`src/rtl/binary_heap_priority_queue_top_assert.svh`:
```
// Assertion macros for the binary heap priority queue.
// Used by the heap controller; no other dependencies.
`ifndef BINARY_HEAP_PRIORITY_QUEUE_TOP_ASSERT_SVH
`define BINARY_HEAP_PRIORITY_QUEUE_TOP_ASSERT_SVH

// same-cycle implication
`define BHPQ_ASSERT_IMPL(name, clk, rst, ante, cons) \
   name: assert property (@(posedge clk) disable iff (rst) (ante) |-> (cons)) \
      else $error("heap queue check failed");

// next-cycle implication
`define BHPQ_ASSERT_NEXT(name, clk, rst, ante, cons) \
   name: assert property (@(posedge clk) disable iff (rst) (ante) |=> (cons)) \
      else $error("heap queue check failed");

`endif

```
`src/rtl/bhpq_pkg.sv`:
```
// Shared types, constants and compare function for the heap priority queue.
// No dependencies.
package bhpq_pkg;

   localparam int DEPTH      = 64;
   localparam int KEY_WIDTH  = 8;
   localparam int TAG_WIDTH  = 8;
   localparam int POS_WIDTH  = 6;
   localparam int ADDR_W     = (DEPTH > 1) ? $clog2(DEPTH) : 1;
   localparam int CNT_W      = $clog2(DEPTH + 1);
   localparam int IDX_W      = ((ADDR_W > POS_WIDTH) ? ADDR_W : POS_WIDTH) + 2;
   localparam int ENTRY_W    = KEY_WIDTH + TAG_WIDTH;
   localparam int CSR_AW     = 3;

   localparam logic REG_ORDER_SELECT = 1'b0;

   typedef enum logic [1:0] {
      MODE_INSERT = 2'd0,
      MODE_POP    = 2'd1,
      MODE_UPDATE = 2'd2
   } mode_type;

   typedef enum logic [1:0] {
      STAT_OK     = 2'd0,
      STAT_EMPTY  = 2'd1,
      STAT_FULL   = 2'd2,
      STAT_BADPOS = 2'd3
   } status_type;

   typedef enum logic [3:0] {
      S_IDLE,
      S_POP_TOP,
      S_POP_LAST,
      S_UPD_RD,
      S_UP_START,
      S_UP_CMP,
      S_DN_START,
      S_DN_L,
      S_DN_R,
      S_DONE
   } state_type;

   typedef struct packed {
      logic [KEY_WIDTH-1:0] key;
      logic [TAG_WIDTH-1:0] tag;
   } entry_type;

   typedef struct packed {
      logic              we;
      logic [ADDR_W-1:0] waddr;
      entry_type         wdata;
      logic [ADDR_W-1:0] raddr;
   } mem_req_type;

   // true if entry a must rise above entry b
   function automatic logic beats(entry_type a, entry_type b, logic order_sel);
      logic r;
      if (order_sel) begin
         r = a.key < b.key;
      end else begin
         r = a.key > b.key;
      end
      return r;
   endfunction

endpackage

```
`src/rtl/bhpq_ram.sv`:
```
// Generic single-port-write, single-port-read RAM with registered read data.
// No dependencies.
module bhpq_ram #(
   parameter int WIDTH = 16,
   parameter int DEPTH = 64
) (
   input  logic                     clock,
   input  logic                     wr_en,
   input  logic [$clog2(DEPTH)-1:0] wr_addr,
   input  logic [WIDTH-1:0]         wr_data,
   input  logic [$clog2(DEPTH)-1:0] rd_addr,
   output logic [WIDTH-1:0]         rd_data
);

   logic [WIDTH-1:0] mem [DEPTH];
   logic [WIDTH-1:0] rd_data_ff;

   always_ff @(posedge clock) begin
      if (wr_en) begin
         mem[wr_addr] <= wr_data;
      end
      rd_data_ff <= mem[rd_addr];
   end

   assign rd_data = rd_data_ff;

endmodule

```
`src/rtl/bhpq_ctrl.sv`:
```
// Heap controller: sift-up and sift-down sequencer over the entry memory.
// Depends on bhpq_pkg and binary_heap_priority_queue_top_assert.svh.
`include "binary_heap_priority_queue_top_assert.svh"
module bhpq_ctrl (
   input  logic                            clock,
   input  logic                            reset,
   input  logic                            order_select,
   input  logic                            req_valid,
   output logic                            req_stall,
   input  logic [1:0]                      req_mode,
   input  logic [bhpq_pkg::KEY_WIDTH-1:0]  req_entry_key,
   input  logic [bhpq_pkg::TAG_WIDTH-1:0]  req_entry_tag,
   input  logic [bhpq_pkg::POS_WIDTH-1:0]  req_position,
   output logic                            rsp_valid,
   input  logic                            rsp_stall,
   output logic [1:0]                      rsp_status,
   output logic [bhpq_pkg::KEY_WIDTH-1:0]  rsp_out_key,
   output logic [bhpq_pkg::TAG_WIDTH-1:0]  rsp_out_tag,
   output bhpq_pkg::mem_req_type           mem_req,
   input  bhpq_pkg::entry_type             rd_data
);
   import bhpq_pkg::*;

   state_type            state_ff, state_in;
   logic [ADDR_W-1:0]    at_ff, at_in;
   logic [CNT_W-1:0]     count_ff, count_in;
   entry_type            mov_ff, mov_in;
   entry_type            child_ff, child_in;
   logic                 upd_ff, upd_in;
   logic [KEY_WIDTH-1:0] key_ff, key_in;
   status_type           status_ff, status_in;
   entry_type            out_ff, out_in;
   logic                 rsp_valid_ff, rsp_valid_in;
   logic [1:0]           rsp_status_ff, rsp_status_in;
   entry_type            rsp_out_ff, rsp_out_in;

   logic [IDX_W-1:0]  at_x, left_x, right_x, cnt_x, pos_x;
   logic [ADDR_W-1:0] parent;
   logic              accept;
   logic              decide;
   entry_type         cand;
   logic [ADDR_W-1:0] cand_idx;

   assign accept  = req_valid && !req_stall;
   assign at_x    = IDX_W'(at_ff);
   assign left_x  = (at_x << 1) + IDX_W'(1);
   assign right_x = left_x + IDX_W'(1);
   assign cnt_x   = IDX_W'(count_ff);
   assign pos_x   = IDX_W'(req_position);
   assign parent  = (at_ff - ADDR_W'(1)) >> 1;

   always_ff @(posedge clock) begin
      if (reset) begin
         state_ff     <= S_IDLE;
         count_ff     <= '0;
         rsp_valid_ff <= 1'b0;
      end else begin
         state_ff     <= state_in;
         count_ff     <= count_in;
         rsp_valid_ff <= rsp_valid_in;
      end
      at_ff         <= at_in;
      mov_ff        <= mov_in;
      child_ff      <= child_in;
      upd_ff        <= upd_in;
      key_ff        <= key_in;
      status_ff     <= status_in;
      out_ff        <= out_in;
      rsp_status_ff <= rsp_status_in;
      rsp_out_ff    <= rsp_out_in;
   end

   always_comb begin
      state_in      = state_ff;
      at_in         = at_ff;
      count_in      = count_ff;
      mov_in        = mov_ff;
      child_in      = child_ff;
      upd_in        = upd_ff;
      key_in        = key_ff;
      status_in     = status_ff;
      out_in        = out_ff;
      rsp_status_in = rsp_status_ff;
      rsp_out_in    = rsp_out_ff;
      rsp_valid_in  = rsp_valid_ff && rsp_stall;
      mem_req       = '0;
      decide        = 1'b0;
      cand          = rd_data;
      cand_idx      = ADDR_W'(left_x);
      req_stall     = (state_ff != S_IDLE);

      case (state_ff)
         S_IDLE: begin
            if (accept) begin
               status_in = STAT_OK;
               out_in    = '0;
               state_in  = S_DONE;
               case (req_mode)
                  MODE_INSERT: begin
                     if (count_ff == CNT_W'(DEPTH)) begin
                        status_in = STAT_FULL;
                     end else begin
                        mov_in   = '{key: req_entry_key, tag: req_entry_tag};
                        at_in    = ADDR_W'(count_ff);
                        count_in = count_ff + CNT_W'(1);
                        upd_in   = 1'b0;
                        state_in = S_UP_START;
                     end
                  end
                  MODE_POP: begin
                     if (count_ff == '0) begin
                        status_in = STAT_EMPTY;
                     end else begin
                        count_in      = count_ff - CNT_W'(1);
                        mem_req.raddr = '0;
                        state_in      = S_POP_TOP;
                     end
                  end
                  MODE_UPDATE: begin
                     if (pos_x >= cnt_x) begin
                        status_in = STAT_BADPOS;
                     end else begin
                        at_in         = ADDR_W'(pos_x);
                        mem_req.raddr = ADDR_W'(pos_x);
                        key_in        = req_entry_key;
                        upd_in        = 1'b1;
                        state_in      = S_UPD_RD;
                     end
                  end
                  default: begin
                     status_in = STAT_OK;
                  end
               endcase
            end
         end
         S_POP_TOP: begin
            out_in        = rd_data;
            mem_req.raddr = ADDR_W'(count_ff);
            state_in      = S_POP_LAST;
         end
         S_POP_LAST: begin
            mov_in = rd_data;
            at_in  = '0;
            if (count_ff == '0) begin
               state_in = S_DONE;
            end else begin
               state_in = S_DN_START;
            end
         end
         S_UPD_RD: begin
            mov_in = '{key: key_ff, tag: rd_data.tag};
            if (at_ff == '0) begin
               state_in = S_DN_START;
            end else begin
               mem_req.raddr = parent;
               state_in      = S_UP_CMP;
            end
         end
         S_UP_START: begin
            if (at_ff == '0) begin
               mem_req.we    = 1'b1;
               mem_req.waddr = at_ff;
               mem_req.wdata = mov_ff;
               state_in      = S_DONE;
            end else begin
               mem_req.raddr = parent;
               state_in      = S_UP_CMP;
            end
         end
         S_UP_CMP: begin
            if (beats(mov_ff, rd_data, order_select)) begin
               mem_req.we    = 1'b1;
               mem_req.waddr = at_ff;
               mem_req.wdata = rd_data;
               at_in         = parent;
               upd_in        = 1'b0;
               state_in      = S_UP_START;
            end else if (upd_ff) begin
               state_in = S_DN_START;
            end else begin
               mem_req.we    = 1'b1;
               mem_req.waddr = at_ff;
               mem_req.wdata = mov_ff;
               state_in      = S_DONE;
            end
         end
         S_DN_START: begin
            if (left_x >= cnt_x) begin
               mem_req.we    = 1'b1;
               mem_req.waddr = at_ff;
               mem_req.wdata = mov_ff;
               state_in      = S_DONE;
            end else begin
               mem_req.raddr = ADDR_W'(left_x);
               state_in      = S_DN_L;
            end
         end
         S_DN_L: begin
            if (right_x < cnt_x) begin
               child_in      = rd_data;
               mem_req.raddr = ADDR_W'(right_x);
               state_in      = S_DN_R;
            end else begin
               decide = 1'b1;
            end
         end
         S_DN_R: begin
            decide = 1'b1;
            if (beats(child_ff, rd_data, order_select)) begin
               cand = child_ff;
            end else begin
               cand     = rd_data;
               cand_idx = ADDR_W'(right_x);
            end
         end
         S_DONE: begin
            if (!rsp_valid_ff || !rsp_stall) begin
               rsp_valid_in  = 1'b1;
               rsp_status_in = status_ff;
               rsp_out_in    = out_ff;
               state_in      = S_IDLE;
            end
         end
         default: begin
            state_in = S_IDLE;
         end
      endcase

      if (decide) begin
         mem_req.we    = 1'b1;
         mem_req.waddr = at_ff;
         if (beats(cand, mov_ff, order_select)) begin
            mem_req.wdata = cand;
            at_in         = cand_idx;
            state_in      = S_DN_START;
         end else begin
            mem_req.wdata = mov_ff;
            state_in      = S_DONE;
         end
      end
   end

   assign rsp_valid   = rsp_valid_ff;
   assign rsp_status  = rsp_status_ff;
   assign rsp_out_key = rsp_out_ff.key;
   assign rsp_out_tag = rsp_out_ff.tag;

   `BHPQ_ASSERT_IMPL(a_count_bound, clock, reset, 1'b1, count_ff <= CNT_W'(DEPTH))
   `BHPQ_ASSERT_IMPL(a_write_in_heap, clock, reset, mem_req.we, IDX_W'(mem_req.waddr) < cnt_x)
   `BHPQ_ASSERT_IMPL(a_rsp_from_done, clock, reset, $rose(rsp_valid_ff), $past(state_ff == S_DONE))
   `BHPQ_ASSERT_NEXT(a_pop_shrinks, clock, reset,
      accept && req_mode == MODE_POP && count_ff != '0,
      count_ff == CNT_W'($past(count_ff) - CNT_W'(1)))

endmodule

```
`src/rtl/binary_heap_priority_queue_top.sv`:
```
// Binary heap priority queue of (key, tag) entries with insert, pop and update.
// One transfer in, one result transfer out per item. Entries live in a single
// RAM with registered reads; each sift level costs a read and a compare, and a
// sift-down level with two children costs two reads through the single read
// port. Status errors finish soonest; the longest item is an update at the top
// of a full heap that sifts to the bottom, set by the sift-down loop. A finished
// result waits in an output register while the next item is taken. Register 0
// (byte address 0), bit 0: order select.
// Depends on bhpq_pkg, bhpq_ram and bhpq_ctrl.
module binary_heap_priority_queue_top (
   input  logic                            clock,
   input  logic                            reset,
   input  logic                            req_valid,
   output logic                            req_stall,
   input  logic [1:0]                      req_mode,
   input  logic [bhpq_pkg::KEY_WIDTH-1:0]  req_entry_key,
   input  logic [bhpq_pkg::TAG_WIDTH-1:0]  req_entry_tag,
   input  logic [bhpq_pkg::POS_WIDTH-1:0]  req_position,
   output logic                            rsp_valid,
   input  logic                            rsp_stall,
   output logic [1:0]                      rsp_status,
   output logic [bhpq_pkg::KEY_WIDTH-1:0]  rsp_out_key,
   output logic [bhpq_pkg::TAG_WIDTH-1:0]  rsp_out_tag,
   input  logic                            csr_psel,
   input  logic                            csr_penable,
   input  logic                            csr_pwrite,
   input  logic [bhpq_pkg::CSR_AW-1:0]     csr_paddr,
   input  logic [31:0]                     csr_pwdata,
   output logic [31:0]                     csr_prdata,
   output logic                            csr_pready
);
   import bhpq_pkg::*;

   logic        order_ff, order_in;
   logic        csr_hit;
   mem_req_type mem_req;
   entry_type   rd_data;

   assign csr_pready = 1'b1;
   assign csr_hit    = (csr_paddr[CSR_AW-1] == REG_ORDER_SELECT);

   always_comb begin
      order_in = order_ff;
      if (csr_psel && csr_penable && csr_pwrite && csr_pready && csr_hit) begin
         order_in = csr_pwdata[0];
      end
   end

   always_ff @(posedge clock) begin
      if (reset) begin
         order_ff <= 1'b0;
      end else begin
         order_ff <= order_in;
      end
   end

   assign csr_prdata = csr_hit ? 32'(order_ff) : '0;

   bhpq_ctrl u_ctrl (
      .clock         (clock),
      .reset         (reset),
      .order_select  (order_ff),
      .req_valid     (req_valid),
      .req_stall     (req_stall),
      .req_mode      (req_mode),
      .req_entry_key (req_entry_key),
      .req_entry_tag (req_entry_tag),
      .req_position  (req_position),
      .rsp_valid     (rsp_valid),
      .rsp_stall     (rsp_stall),
      .rsp_status    (rsp_status),
      .rsp_out_key   (rsp_out_key),
      .rsp_out_tag   (rsp_out_tag),
      .mem_req       (mem_req),
      .rd_data       (rd_data)
   );

   bhpq_ram #(
      .WIDTH (ENTRY_W),
      .DEPTH (DEPTH)
   ) u_ram (
      .clock   (clock),
      .wr_en   (mem_req.we),
      .wr_addr (mem_req.waddr),
      .wr_data (mem_req.wdata),
      .rd_addr (mem_req.raddr),
      .rd_data (rd_data)
   );

endmodule
```
`config.mk`:
```
export PLATFORM = sky130hd
export DESIGN_NAME = binary_heap_priority_queue_top
export DESIGN_NICKNAME = d
export VERILOG_FILES = /design/src/rtl/bhpq_pkg.sv /design/src/rtl/bhpq_ram.sv /design/src/rtl/bhpq_ctrl.sv /design/src/rtl/binary_heap_priority_queue_top.sv
export VERILOG_INCLUDE_DIRS = /design/src /design/src/rtl
export SDC_FILE = /design/constraint.sdc
export NUM_CORES = 2
export LEC_CHECK = 0
export ABC_AREA = 1
export CORE_UTILIZATION = 60
export CTS_CLUSTER_DIAMETER = 120
export DETAILED_ROUTE_END_ITERATION = 6
export DONT_BUFFER_PORTS = 1
export PLACE_DENSITY = 0.74
export SKIP_CTS_REPAIR_TIMING = 1
export SYNTH_ARGS = -nofsm -noshare
export SYNTH_HDL_FRONTEND = slang
export SYNTH_HIERARCHICAL = 1
export SYNTH_SLANG_ARGS = --single-unit
```
`constraint.sdc`:
```
create_clock -name clock -period 5.1 [get_ports clock]
set_clock_uncertainty 0.05 [all_clocks]
set_input_delay 0.51 -clock clock [delete_from_list [all_inputs] [get_ports clock]]
set_output_delay 0.51 -clock clock [all_outputs]
set_load 0.02 [all_outputs]
```
==> metrics.txt <==
status finished with violations; failing checks design-rule violations, negative hold slack; HPWL after DPL 69,820 um; Min Hold Slack -0.01052 ns; Worst setup EP type register; Clock Power Share 26.3%; internal power 18.83 mW; largest net degree at the start of global routing 129; top-count cell post-synth nand2_1; core area 80,680 sq um; Final setup violation count 0; Max Cap Violations 0; dominant synthesized flop cell edfxtp_1; Req. time, crit path 5.67 ns; crit path kind reg -> reg; dpl cells 5,379; global route overflow 0; Tcrit/Tclk final 94.08%; reg2reg start u_ctrl/count_ff[5]; area grow syn2layout 10.44%; Levels on crit path 21; post-synth top area cell edfxtp_1; Mapped Area 48,940 sq um; switching pwr 10.79 mW; via density per instance 5.943; EDFF count, synth 1,101; Worst path max stage delay 0.46 ns; Routed Antenna Nets 0; sequential area share after synthesis 68.99%; cell family with most CP delay simple AND/OR/NAND/NOR gates; Logic pwr share 32.3%; maximum vdd drop 318.6 uV; root buf cell clkbuf_16; min-delay worst type in -> reg; CTS H-tree lvls 3; Syn Area/Cell 11.10 sq um; DRC violations left 35; share of cells above drive strength 1 8.040%; Nets 4,565; clk slew on worst S/H paths 0.06 ns; vias 33,280; Wirelength per Cell 21.79 um; Crit Path Max Fanout 110; cells on worst reg2reg path 21; RSZ-0062 raised after global routing no; top post-synthesis cells by count 1,571 x nand2_1, 1,101 x edfxtp_1, 934 x nand3_1; largest cells by area after synthesis edfxtp_1 68%, nand2_1 12%, nand3_1 9.6%, dfxtp_1 1.4%, ha_1 1.4%; static leakage 20.38 nW; routability cong. 0.8954; all-layer global routing usage 29.38%; PwrDens 548.2 nW/um^2; clock sink total 1,136; CTS tree built; Hold Vio Cnt, Final 3; asr flop ratio synth 0%; num rows 104; crit path launch type register; CTS max path bufs 3; fin. max-slew vios 0; area share of the largest cell type after synthesis 67.55%; Setup Total Neg Slack 0 ns; Critical Path, Cell by Cell inv_1 > ha_1 > nand2_1 > nor2_1 > nand2_1 > nand3_1 > nor2_1 > nand2_1 > inv_1 > nand2_1 > o2111ai_4 > buf_12 > buf_12 > nand2_1 > nand3_1 > nand3_1 > nand2_1 > nand2_1 > nand3_1 > nand3_1 > nand2_1; Clk Latency, worst-skew pair 0.71 ns; io pins 119; Worst Path Buf+Inv 4; drt first pass iters 7; WL final 122,000 um; DRT iter0 DRCs 4,463; Critical Path AT 5.37 ns; Antenna diodes 0; critical path launch point u_ctrl/count_ff[5]; antenna violations before repair 1; Port Buf Inserts 0; Synth Instances 4,409; Seq cells post-synth 1,136; fin cells 5,600; first-pass GRT wire length 182,600 um; reg2reg setup slack 0.30 ns; Slew headroom 16.70%; overall die area 82,710 sq um; chip width 287.6 um; RR Endpoint u_ram/rd_data[6]; Ys Warns 6; Tightest Pin Transition 1.248 ns; Worst Setup EP u_ram/rd_data[6]; max frequency 208.4 MHz; Slowest-stage cell, CP dfxtp_1; Starting Density 60.66%; CP dominant cell by count nand2_1; Vert. Die Dim 287.6 um; vias in the first global route 30,950; sequential power share 41.3%; Switching Fraction 36.43%; CTS Buf Count 110; Distinct cells, synth 47; final critical-path required period 4.798 ns
cell type report:
class | instances | area, sq um
clock buffer | 144 | 2933
clock inverter | 63 | 530.5
fill | 5649 | 26630
inverter | 129 | 513.0
multi-input combinational | 2900 | 13220
sequential | 1136 | 33760
tap | 1060 | 1326
timing repair buffer | 168 | 1759
cell families after synthesis:
| kind of cell | share of synthesized area, % |
|---|---|
| AOI/OAI and AO/OA | 1.176 |
| and+or+nand+nor | 23.54 |
| xor gates and xnor gates | 0.2505 |
| other | 0.01535 |
| DFF | 68.99 |
| adders and majority gates | 1.396 |
| buffers and inverters | 4.640 |
placed cells by master, fill, tap and decap left out, types with 14 or more instances in the layout:
cell,instances
clkbuf_16,112
conb_1,32
clkbuf_1,31
inv_1,112
buf_4,117
nor2_1,140
dfxtp_1,35
nand4_1,24
o21ai_0,25
buf_12,37
a21oi_1,33
ha_1,53
clkinv_1,29
nand3_1,922
nand2_1,1571
nand3_2,15
edfxtp_1,1101
dlygate4sd3_1,14
metal layers:
| layer | global-route usage, % | part of all wire (%) | up-vias |
|---|---|---|---|
| li1 | - | - | 15330 |
| met1 | 41.75 | 39 | 15810 |
| met2 | 45.35 | 46 | 1867 |
| met3 | 4.834 | 10 | 277 |
| met4 | 12.17 | 3.9 | 0 |
| met5 | 0 | 0 | - |
power groups by stage:
stage	Combinational [mW]	Sequential [mW]	Clock (mW)
2_1_floorplan	6.07	12.5	0
3_3_place_gp	9.21	12.4	0
3_5_place_dp	9.38	12.4	0
4_1_cts	9.44	12.2	7.86
5_1_grt	10.4	12.3	8.21
6_report	9.59	12.2	7.80
state kept, by name, indices dropped and copies added, names as in the netlist:
register	count
u_ram/mem	1024
u_ctrl/status_ff	2
u_ctrl/rsp_valid	1
u_ctrl/count_ff	7
u_ctrl/out_ff	16
u_ctrl/rsp_status	2
order_ff	1
u_ctrl/at_ff	6
u_ctrl/key_ff	8
u_ctrl/rsp_out_tag	8
u_ram/rd_data	16
u_ctrl/state_ff	4
u_ctrl/rsp_out_key	8
u_ctrl/upd_ff	1
u_ctrl/mov_ff	16
u_ctrl/child_ff	16
worst min-delay path by stage:
stage,startpoint,endpoint,slack [ns],depth (start not counted)
finish,req_entry_tag[1],u_ctrl/mov_ff[1],-0.01,2
global route,req_entry_tag[1],u_ctrl/mov_ff[1],0.0001,2
CTS,reset,u_ctrl/rsp_valid,-0.19,1
detailed placement,u_ctrl/out_ff[15],u_ctrl/rsp_out_key[7],0.35,0
global placement,u_ctrl/out_ff[2],u_ctrl/rsp_out_tag[2],0.35,0
floorplan,u_ctrl/out_ff[8],u_ctrl/rsp_out_key[0],0.35,0
metrics by stage:
stage | worst slack [ns] | power (mW) | area (sq um) | util (%) | hold WS [ns]
global route | 0.08522 | 30.94 | 54050 | 66.99 | 0.0001301
CTS | 0.4189 | 29.53 | 53910 | 66.82 | -0.1852
detailed placement | 0.4503 | 21.80 | 50440 | 62.53 | 0.3545
finish | 0.3019 | 29.63 | 54050 | 66.99 | -0.01052
global placement | 0.5100 | 21.62 | 50440 | 62.53 | 0.3506
floorplan | 0.5921 | 18.53 | 49050 | - | 0.3503
(Power assumes the default switching activity.)
